[src/sample_scale_delta_history_defines.svh]
// Assertion macros for the sample scaler with history ring.
// Used by the top level only; no other dependencies.
`ifndef SAMPLE_SCALE_DELTA_HISTORY_DEFINES_SVH
`define SAMPLE_SCALE_DELTA_HISTORY_DEFINES_SVH

// Same-cycle implication, disabled while reset is asserted.
`define SSDH_ASSERT_NOW(lbl, clk, rst_n, ante, cons) \
    lbl: assert property (@(posedge clk) disable iff (!(rst_n)) (ante) |-> (cons)) \
        else $error("ssdh assertion failed");

// Next-cycle implication, disabled while reset is asserted.
`define SSDH_ASSERT_NEXT(lbl, clk, rst_n, ante, cons) \
    lbl: assert property (@(posedge clk) disable iff (!(rst_n)) (ante) |=> (cons)) \
        else $error("ssdh assertion failed");

// Next-cycle implication that is also checked across reset.
`define SSDH_ASSERT_ALWAYS_NEXT(lbl, clk, ante, cons) \
    lbl: assert property (@(posedge clk) (ante) |=> (cons)) \
        else $error("ssdh assertion failed");

`endif

[src/ssdh_pkg.sv]
// Shared types and constants for the sample scaler with history ring.
// No dependencies; imported by every module of the block.
`timescale 1ns / 1ps
`default_nettype none

package ssdh_pkg;

    localparam int RingDepthDefault = 16;
    localparam int MaxOut           = 16;
    localparam int CountW           = 5;
    localparam int ValW             = 48;

    localparam logic [31:0] FLAG_VALID  = 32'h0000_0001;
    localparam logic [31:0] FLAG_AFFINE = 32'h0000_0002;
    localparam logic [31:0] FLAG_DELTA  = 32'h0000_0004;

    localparam logic signed [31:0]     GAIN_ONE = 32'sh0001_0000;
    localparam logic signed [ValW-1:0] VAL_MAX  = 48'sh7FFF_FFFF_FFFF;
    localparam logic signed [ValW-1:0] VAL_MIN  = 48'sh8000_0000_0000;

    typedef enum logic [1:0] {
        MODE_PUSH   = 2'd0,
        MODE_LATEST = 2'd1,
        MODE_SNAP   = 2'd2,
        MODE_NONE   = 2'd3
    } mode_t;

    typedef enum logic [1:0] {
        REG_INVERT   = 2'd0,
        REG_DELTA_EN = 2'd1,
        REG_GAIN     = 2'd2,
        REG_OFFSET   = 2'd3
    } reg_idx_t;

    typedef struct packed {
        logic [1:0]         mode;
        logic signed [31:0] raw_sample;
        logic [31:0]        time_ticks;
        logic [31:0]        in_flags;
        logic [CountW-1:0]  want_count;
    } ssdh_in_t;

    typedef struct packed {
        logic                   found;
        logic [31:0]            seq_index;
        logic [31:0]            stamp;
        logic [31:0]            out_flags;
        logic signed [ValW-1:0] mapped_value;
        logic signed [ValW-1:0] delta_value;
        logic                   last;
    } ssdh_out_t;

    typedef struct packed {
        logic [31:0]            seq_index;
        logic [31:0]            stamp;
        logic [31:0]            flags;
        logic signed [ValW-1:0] value;
        logic signed [ValW-1:0] delta;
    } ssdh_entry_t;

    // controller -> datapath
    typedef struct packed {
        logic capture;     // latch input word, query count and start slot
        logic mul;         // raw * gain
        logic add;         // + offset, saturate
        logic push_wr;     // write ring, load output, update history state
        logic load_empty;  // load the not-found word
        logic rd_issue;    // ring read
        logic rd_load;     // load output from ring read data, step pointer
    } ssdh_cmd_t;

    // datapath -> controller
    typedef struct packed {
        logic out_free;
        logic qry_empty;
        logic rd_last;
    } ssdh_status_t;

endpackage

`default_nettype wire

[src/ssdh_ctrl.sv]
// Controller: sequences push arithmetic, ring reads and output loads.
// Depends on ssdh_pkg.
`timescale 1ns / 1ps
`default_nettype none

module ssdh_ctrl
    import ssdh_pkg::*;
(
    input  wire logic         aclk,
    input  wire logic         aresetn,
    input  wire logic         s_valid,
    output logic              s_ready,
    input  wire logic [1:0]   s_mode,
    input  wire ssdh_status_t status,
    output ssdh_cmd_t         cmd
);

    typedef enum logic [6:0] {
        S_IDLE  = 7'b000_0001,
        S_MUL   = 7'b000_0010,
        S_ADD   = 7'b000_0100,
        S_WR    = 7'b000_1000,
        S_EMPTY = 7'b001_0000,
        S_RD    = 7'b010_0000,
        S_LD    = 7'b100_0000
    } state_t;

    state_t state_reg;
    state_t state_next;
    logic   accept;

    assign s_ready = (state_reg == S_IDLE);
    assign accept  = s_valid && s_ready;

    always_comb begin
        state_next = state_reg;
        cmd        = '0;
        case (state_reg)
            S_IDLE: begin
                if (accept) begin
                    cmd.capture = 1'b1;
                    case (s_mode)
                        MODE_PUSH:   state_next = S_MUL;
                        MODE_LATEST,
                        MODE_SNAP:   state_next = status.qry_empty ? S_EMPTY : S_RD;
                        default:     state_next = S_IDLE;
                    endcase
                end
            end
            S_MUL: begin
                cmd.mul    = 1'b1;
                state_next = S_ADD;
            end
            S_ADD: begin
                cmd.add    = 1'b1;
                state_next = S_WR;
            end
            S_WR: begin
                if (status.out_free) begin
                    cmd.push_wr = 1'b1;
                    state_next  = S_IDLE;
                end
            end
            S_EMPTY: begin
                if (status.out_free) begin
                    cmd.load_empty = 1'b1;
                    state_next     = S_IDLE;
                end
            end
            S_RD: begin
                cmd.rd_issue = 1'b1;
                state_next   = S_LD;
            end
            S_LD: begin
                if (status.out_free) begin
                    cmd.rd_load = 1'b1;
                    state_next  = status.rd_last ? S_IDLE : S_RD;
                end
            end
            default: state_next = S_IDLE;
        endcase
    end

    always_ff @(posedge aclk) begin
        if (!aresetn) begin
            state_reg <= S_IDLE;
        end else begin
            state_reg <= state_next;
        end
    end

endmodule

`default_nettype wire

[config.mk]
export PLATFORM = sky130hd
export DESIGN_NAME = ssdh_ctrl
export DESIGN_NICKNAME = d
export VERILOG_FILES = /design/src/sample_scale_delta_history_defines.svh /design/src/ssdh_pkg.sv /design/src/ssdh_ctrl.sv
export SDC_FILE = /design/constraint.sdc
export NUM_CORES = 1
export LEC_CHECK = 0
export ABC_AREA = 1
export BUFFER_PORTS_ARGS = -buffer_cell sky130_fd_sc_hd__buf_2
export CAP_MARGIN = 10
export CORE_AREA = 2 2 39 41
export CTS_CLUSTER_SIZE = 28
export DETAILED_ROUTE_END_ITERATION = 16
export DIE_AREA = 0 0 41 43
export SETUP_SLACK_MARGIN = 0.4
export SYNTH_ARGS = -nofsm -noshare
export SYNTH_HDL_FRONTEND = slang
export SYNTH_SLANG_ARGS = --single-unit
[constraint.sdc]
create_clock -name aclk -period 2.43 [get_ports aclk]
set_input_delay 0.486 -clock aclk [delete_from_list [all_inputs] [get_ports aclk]]
set_output_delay 0.486 -clock aclk [all_outputs]
set_load 0.005 [all_outputs]
==> results of run 1 <==
per-stage QoR:
stage / instances / hold WS (ps) / util
after CTS: 126 / 472 / 0.457
final: 126 / 477 / 0.457
after detailed placement: 122 / 487 / 0.438
after floorplan: 92 / 464 / -
after global routing: 126 / 473 / 0.457
after global placement: 122 / 485 / 0.438
kinds of logic after synthesis:
family / count (synthesis)
buffers and inverters: 21
AO/OA/AOI/OAI: 4
AND/OR/NAND/NOR: 58
flip-flops: 7
adder cells (fa/ha/maj): 2
worst max-delay path, delay by kind of cell, from the launching register on:
kind,cells,cell delay [ps]
flops,1,360
simple gates,3,460
buf+inv,1,140
layer usage:
layer  part of all wire  track usage  vias to the layer above
met3              0.046       0.0471                        2
met5                  0            0                        -
met2               0.51        0.250                       18
met4              0.016        0.120                        0
li1                   -            -                      311
met1               0.43        0.204                      237
cells in the mapped netlist (all sizes together):
cell   count
buf        1
nand3      8
nor2      19
nand2     27
dfxtp      7
inv       20
a21oi      3
ha         2
o31ai      1
nor3       4
power by group:
group          leakage [nW]  total [W]  internal, W  switching (W)
Combinational         0.292  0.0000829    0.0000306      0.0000523
Sequential           0.0568   0.000124     0.000120     0.00000400
Clock                0.0150   0.000108    0.0000628      0.0000454
Total                 0.364   0.000315     0.000213       0.000102
layout by cell type (no fill, tap or decap):
cell type	instances
sky130_fd_sc_hd__clkbuf_4	3
sky130_fd_sc_hd__nor2_1	16
sky130_fd_sc_hd__nand2_1	24
sky130_fd_sc_hd__clkbuf_1	1
sky130_fd_sc_hd__nand3_1	8
sky130_fd_sc_hd__nand2_2	3
sky130_fd_sc_hd__nor3_1	4
sky130_fd_sc_hd__ha_1	2
sky130_fd_sc_hd__inv_2	3
sky130_fd_sc_hd__a21oi_1	3
sky130_fd_sc_hd__dfxtp_1	7
sky130_fd_sc_hd__o31ai_1	1
sky130_fd_sc_hd__inv_1	17
sky130_fd_sc_hd__buf_2	15
sky130_fd_sc_hd__nor2_2	3
layout make-up:
class	instances	area [um^2]	share of cell area
clock buffer	4	26.3	0.0416
sequential	7	140	0.222
tap	16	20.0	0.0317
multi-input combinational	64	295	0.467
timing repair buffer	15	75.1	0.119
inverter	20	75.1	0.119
worst paths after layout:
path,slack (ps),to
max,730,cmd[4]
min,480,state_reg[5]
max reg2reg,1200,state_reg[0]
min reg2reg,490,state_reg[4]
==> Flow_metrics.wiki, run 1 <==
{| class="wikitable"
! Metric !! Value
|-
| Diodes inserted || 0
|-
| Routed Antenna Nets || 0
|-
| Number of warnings reported in the yosys synthesis log || 0
|-
| Clock edge transition at the registers on the reported setup and hold paths || 60 ps
|-
| Layout Nets || 121
|-
| Critical Path, Cell by Cell || nor2_1, nand2_1, nor2_1, buf_2
|-
| CTS tree || yes
|-
| Simple-gate area share of the yosys netlist || 0.478
|-
| Min Clock Period, post-route || 1700 ps
|-
| Fillers || 160
|-
| Initial DRC count || 4
|-
| Number of antenna violations at the first check in global routing || 0
|-
| Area leader, netlist || sky130_fd_sc_hd__dfxtp_1
|-
| Transition at the pin with the smallest max-transition slack || 200 ps
|-
| Type of the tightest min-delay check || in -> reg
|-
| Die height || 43 um
|-
| Portion of synthesized cell area occupied by the leading cell type || 0.271
|-
| Maximum achievable frequency || 0.587 GHz
|-
| Launch point of the critical path || state_reg[6]
|-
| Number of nets produced by synthesis || 102
|-
| H-tree depth || 1
|-
| Setup repair after global routing missed its margin || false
|-
| Wire length of the first global-routing pass || 1.97 mm
|-
| Required time worst endpoint || 1940 ps
|-
| Flip-flop and latch count after synthesis || 7
|-
| Clock tree skew after final layout || 6.75 ps
|-
| Reg2reg path depth || 10
|-
| Largest buffer count on any clock path || 2
|-
| Setup violation total in the final timing report || 0
|-
| Highest net fanout along the worst path || 5
|-
| XOR/XNOR share of the synthesized area || 0
|-
| Top cell by count, worst path || sky130_fd_sc_hd__nor2_1
|-
| MaxCap Viol Count || 0
|-
| Total number of vias || 568
|-
| Cell with the biggest individual delay on the critical path || sky130_fd_sc_hd__dfxtp_1
|-
| All-Layer GR Usage || 0.171
|-
| DRC violations left || 0
|-
| Clk root buf || sky130_fd_sc_hd__clkbuf_4
|-
| Max-slew violations || 0
|-
| DP Area || 606 um^2
|-
| Part of the Yosys area used for sequential elements || 0.271
|-
| Post-DP HPWL || 1.02 mm
|-
| Overflow left after global routing || 0
|-
| Area added between synthesis and finish || 22.0%
|-
| Largest net degree at the start of global routing || 6
|-
| Post-synthesis instance area || 518 um^2
|-
| Number of sinks driven by the clock tree || 7
|-
| Adder-Cell Fraction of Synth Area || 0.0483
|-
| Main combinational cell family by area after synthesis || simple AND/OR/NAND/NOR gates
|-
| Total die area || 1760 um^2
|-
| Total negative slack for setup checks || 0 ps
|-
| Final hold violation count || 0
|-
| Share of post-route cells with drive strength above 1 || 0.245
|-
| HP Start || aresetn
|-
| Count of cells resized by post-cts repair || 0
|-
| Final WL || 1.19 mm
|-
| Design Area, Final || 632 um^2
|-
| Clock latency reported for the late side of the worst-skew pair || 250 ps
|-
| CTS Buf Count || 3
|-
| Final critical-path share of the clock period || 0.701
|-
| Leakage power || 0.364 nW
|-
| Max transition margin || 0.866
|-
| Synth cell types || 13
|-
| Average wire per standard cell || 9.44 um
|-
| Mapped Avg Cell Area || 5.63 um^2
|-
| RePlAce Congestion || 0.811
|-
| Placement Rows || 14
|-
| Post-Place Setup Slack || 1000 ps
|-
| Startpoint types || flop
|-
| Worst IR drop on VDD || 0.206 mV
|-
| Arrival time reported for the critical path endpoint || 1220 ps
|-
| # Post-CTS Setup Buffers || 0
|-
| Status || completed
|-
| Pwr Total || 0.000315 W
|-
| Post-synthesis instance total || 92
|-
| Hold-critical path depth || 3
|-
| Horizontal extent of the die || 41 um
|-
| Core footprint || 1380 um^2
|-
| Detailed-route vias per instance || 4.51
|-
| Initial standard-cell utilization of the core || 0.374
|-
| Share of the synthesized area in compound gates (AO/OA/AOI/OAI) || 0.0435
|-
| Count of input and output buffers || 15
|-
| Largest cells by area after synthesis || sky130_fd_sc_hd__dfxtp_1, sky130_fd_sc_hd__nand2_1, sky130_fd_sc_hd__inv_1, sky130_fd_sc_hd__nor2_1, sky130_fd_sc_hd__nand3_1
|-
| CTS Hold Bufs || 0
|-
| Total power density per cell area || 498 nW/um^2
|-
| Via count of the first global-routing pass || 486
|-
| Fraction of synthesized area in multiplexers || 0
|-
| Worst stage delay on the critical path || 360 ps
|-
| Launch point of the worst reg-to-reg path || state_reg[3]
|-
| Number of iterations in the first detailed-routing pass || 3
|-
| Min setup slack post-route || 727 ps
|-
| Critical path endpoint category || output pin
|-
| Top-level port count || 16
|-
| Number of flip-flops in the largest register || 7
|-
| Critical path class || reg -> out
|}
No activity file was read; power rests on OpenSTA's default activity.
==> inputs of run 2 (changes only) <==
ABC_AREA = 0   (was 1)
PLACE_DENSITY = 0.7   (was not set)
clock period = 1.5 ns   (was 2.43 ns; I/O delays follow)
==> Flow_metrics.wiki, run 2 <==
{| class="wikitable"
! Metric !! Value
|-
| Number of antenna violations at the first check in global routing || 0 (unchanged)
|-
| Share of post-route cells with drive strength above 1 || 0.695 (+0.450)
|-
| Max transition margin || 0.828 (-0.0374)
|-
| Routed Antenna Nets || 0 (unchanged)
|-
| Pwr Total || 0.000565 W (+79%)
|-
| Sw frac || 0.293 (-0.0301)
|-
| Total die area || 1760 um^2 (unchanged)
|-
| Critical path endpoint category || output pin
|-
| Horizontal extent of the die || 41 um (unchanged)
|-
| Transition at the pin with the smallest max-transition slack || 258 ps (+57.8 ps)
|-
| Share of flip-flops with an asynchronous set or reset after synthesis || 0 (unchanged)
|-
| Internal portion of total power || 0.000399 W (+87%)
|-
| Critical path buffers and inverters || 1 (unchanged)
|-
| Most common library cell in the layout ignoring fill and taps || sky130_fd_sc_hd__buf_4
|-
| Final critical-path share of the clock period || 1.16
|-
| Core footprint || 1380 um^2 (unchanged)
|-
| Hold-critical path depth || 3 (unchanged)
|-
| Part of the Yosys area used for sequential elements || 0.248 (-0.0222)
|-
| Flip-flop and latch count after synthesis || 7 (unchanged)
|-
| Initial standard-cell utilization of the core || 0.408 (+0.0335)
|-
| DRC violations left || 0 (unchanged)
|-
| Clk root buf || sky130_fd_sc_hd__clkbuf_4
|-
| Setup violation total in the final timing report || 11 (+11)
|-
| Post-synthesis instance area || 564 um^2 (+8.9%)
|-
| Via count of the first global-routing pass || 608 (+25%)
|-
| Clock latency reported for the late side of the worst-skew pair || 250 ps (about the same)
|-
| Clock edge transition at the registers on the reported setup and hold paths || 60 ps (about the same)
|-
| Critical path class || reg -> out
|-
| Largest net degree at the start of global routing || 7 (+1)
|-
| Clock share of power || 0.305 (-0.039)
|-
| Diodes inserted || 0 (unchanged)
|-
| Number of flip-flops in the largest register || 7 (unchanged)
|-
| Clock tree skew after final layout || 6.77 ps (+0.0257 ps)
|-
| Top-level port count || 16 (unchanged)
|-
| Count of flip-flops with a built-in enable after synthesis || 0 (unchanged)
|-
| Portion of synthesized cell area occupied by the leading cell type || 0.248 (-0.0222)
|-
| WP depth || 4 (unchanged)
|-
| Synth cell count leaders || sky130_fd_sc_hd__dfxtp_1, sky130_fd_sc_hd__nor2_1, sky130_fd_sc_hd__inv_1, sky130_fd_sc_hd__nor3_1
|-
| Mapped Avg Cell Area || 8.42 um^2 (+50%)
|-
| Total number of vias || 671 (+18%)
|-
| Number of warnings reported in the yosys synthesis log || 0 (unchanged)
|-
| Average wire per standard cell || 14.7 um (+56%)
|-
| Top delay family on crit path || simple AND/OR/NAND/NOR gates
|-
| Arrival time reported for the critical path endpoint || 1440 ps (+220 ps)
|-
| Overflow left after global routing || 0 (unchanged)
|-
| Top FF cell, synth || sky130_fd_sc_hd__dfxtp_1
|-
| Critical Path, Cell by Cell || or3_4, or2_4, nor2_2, buf_2
|-
| Synth cell types || 35 (+22)
|-
| Number of iterations in the first detailed-routing pass || 4 (+1)
|-
| Largest buffer count on any clock path || 2 (unchanged)
|-
| Count of input and output buffers || 15 (unchanged)
|-
| CTS Buf Count || 3 (unchanged)
|-
| Type of the tightest min-delay check || in -> reg
|-
| Register share of total power || 0.353 (-0.040)
|-
| MaxCap Viol Count || 0 (unchanged)
|-
| Min setup slack post-route || -244 ps (-971 ps)
|-
| Startpoint types || flop
|-
| Setup repair after global routing missed its margin || true
|-
| All-Layer GR Usage || 0.219 (+0.0483)
|-
| Initial DRC count || 4 (unchanged)
|-
| Die height || 43 um (unchanged)
|-
| H-tree depth || 1 (unchanged)
|-
| Post-synthesis instance total || 67 (-27%)
|-
| Layout Nets || 116 (-4.1%)
|-
| Largest cells by area after synthesis || sky130_fd_sc_hd__dfxtp_1, sky130_fd_sc_hd__nor2_1, sky130_fd_sc_hd__ha_1, sky130_fd_sc_hd__nor3_1, sky130_fd_sc_hd__buf_6
|-
| Max-slew violations || 0 (unchanged)
|-
| Detailed-route vias per instance || 5.55 (+23%)
|-
| Min Clock Period, post-route || 1740 ps
|-
| Leakage power || 0.451 nW (+24%)
|-
| CTS Hold Bufs || 0 (unchanged)
|-
| Net Switching || 0.000165 W (+63%)
|-
| Placement Rows || 14 (unchanged)
|-
| RePlAce Congestion || 0.825 (+1.7%)
|-
| Highest net fanout along the worst path || 4 (-1)
|-
| Final WL || 1.78 mm (+50%)
|-
| Worst IR drop on VDD || 0.504 mV (+140%)
|-
| Status || finished with violations
|-
| Worst stage delay on the critical path || 410 ps (+50 ps)
|-
| Total power density per cell area || 574 nW/um^2 (+15%)
|-
| Wire length of the first global-routing pass || 2.66 mm (+35%)
|-
| Number of nets produced by synthesis || 77 (-25%)
|-
| Area added between synthesis and finish || 74.3%
|-
| Leading cell types in the layout, fill and taps excluded || sky130_fd_sc_hd__buf_4, sky130_fd_sc_hd__buf_2, sky130_fd_sc_hd__buf_6
|-
| Final hold violation count || 0 (unchanged)
|-
| Post-DP HPWL || 1.05 mm (+2.8%)
|-
| End-of-flow core utilization || 0.711 (+0.254)
|-
| CTS tree || yes
|-
| Share of total power in combinational logic || 0.341 (+0.078)
|-
| Cell with the biggest individual delay on the critical path || sky130_fd_sc_hd__or3_4
|-
| Violated checks || negative setup slack
|-
| Number of sinks driven by the clock tree || 7 (unchanged)
|-
| R2R setup slack || -60 ps (-1260 ps)
|-
| Area leader, netlist || sky130_fd_sc_hd__dfxtp_1
|-
| Required time worst endpoint || 1200 ps (-740 ps)
|-
| Maximum achievable frequency || 0.573 GHz
|-
| Reg2reg path depth || 5 (-5)
|}
run 2: cell types whose count changed after synthesis, sizes merged, moves of 2 or more:
cell	change
nand2	-24
inv	-15
and3	+3
or2	+2
xor2	+2
o211ai	+2
o21ai	+2
buf	+4
nand3	-7
nor2	-12
nor4	+2
run 2: area by class of cell:
class	count	area, um^2
multi-input combinational	50	480
fill	108	400
timing repair buffer	39	288
sequential	7	150
clock buffer	4	26.3
tap	16	20.0
inverter	5	18.8
run 2: worst paths after layout:
check	to	startpoint
hold reg to reg	state_reg[4]	state_reg[4]
hold / removal	state_reg[4]	status[1]
setup / recovery	s_ready	state_reg[6]
setup reg to reg	state_reg[0]	state_reg[6]
run 2: worst min-delay path, cell delays in order:
cell	delay, ps
sky130_fd_sc_hd__buf_2	100
sky130_fd_sc_hd__nand4b_1	90
sky130_fd_sc_hd__a21boi_1	60
run 2: metal layers:
metal / vias up / share of wire / track usage
li1: 325 / - / -
met3: 0 / 0.037 / 0.0314
met2: 19 / 0.53 / 0.372
met5: - / 0 / 0
met4: 0 / 0 / 0.0800
met1: 327 / 0.43 / 0.262
run 2: timing repair:
action / in CTS / in global routing
pin swaps: 10 / 9
buffers inserted: 12 / 5
setup endpoints to repair: 15 / 15
endpoints found under the hold margin: 0 / 0
gates resized for setup: 23 / 15
run 2: cell families (layout without fill, tap and decap cells):
kind of cell / after synthesis / after routing / share of synthesized area
flip-flops: 7 / 7 / 0.248
buffers and inverters: 10 / 48 / 0.104
AO/OA/AOI/OAI: 14 / 14 / 0.206
AND/OR/NAND/NOR: 32 / 32 / 0.366
adder cells (fa/ha/maj): 2 / 2 / 0.0443
XOR/XNOR: 2 / 2 / 0.0310
run 2: through the flow:
stage	cells	hold slack [ps]	setup TNS, ps	area, um^2	setup slack [ps]
2_1_floorplan	67	423	0	583	29.8
3_3_place_gp	100	458	0	684	18.9
3_5_place_dp	100	458	-44.9	684	-44.9
4_1_cts	116	348	-1550	891	-240
5_1_grt	121	361	-2010	983	-298
6_report	121	341	-1410	983	-244
run 2: power groups by stage:
| stage | clock (W) | sequential, W | combinational, W |
|---|---|---|---|
| 2_1_floorplan | 0 | 0.000203 | 0.0000837 |
| 3_3_place_gp | 0 | 0.000202 | 0.000125 |
| 3_5_place_dp | 0 | 0.000202 | 0.000127 |
| 4_1_cts | 0.000173 | 0.000197 | 0.000173 |
| 5_1_grt | 0.000189 | 0.000200 | 0.000207 |
| 6_report | 0.000173 | 0.000199 | 0.000193 |
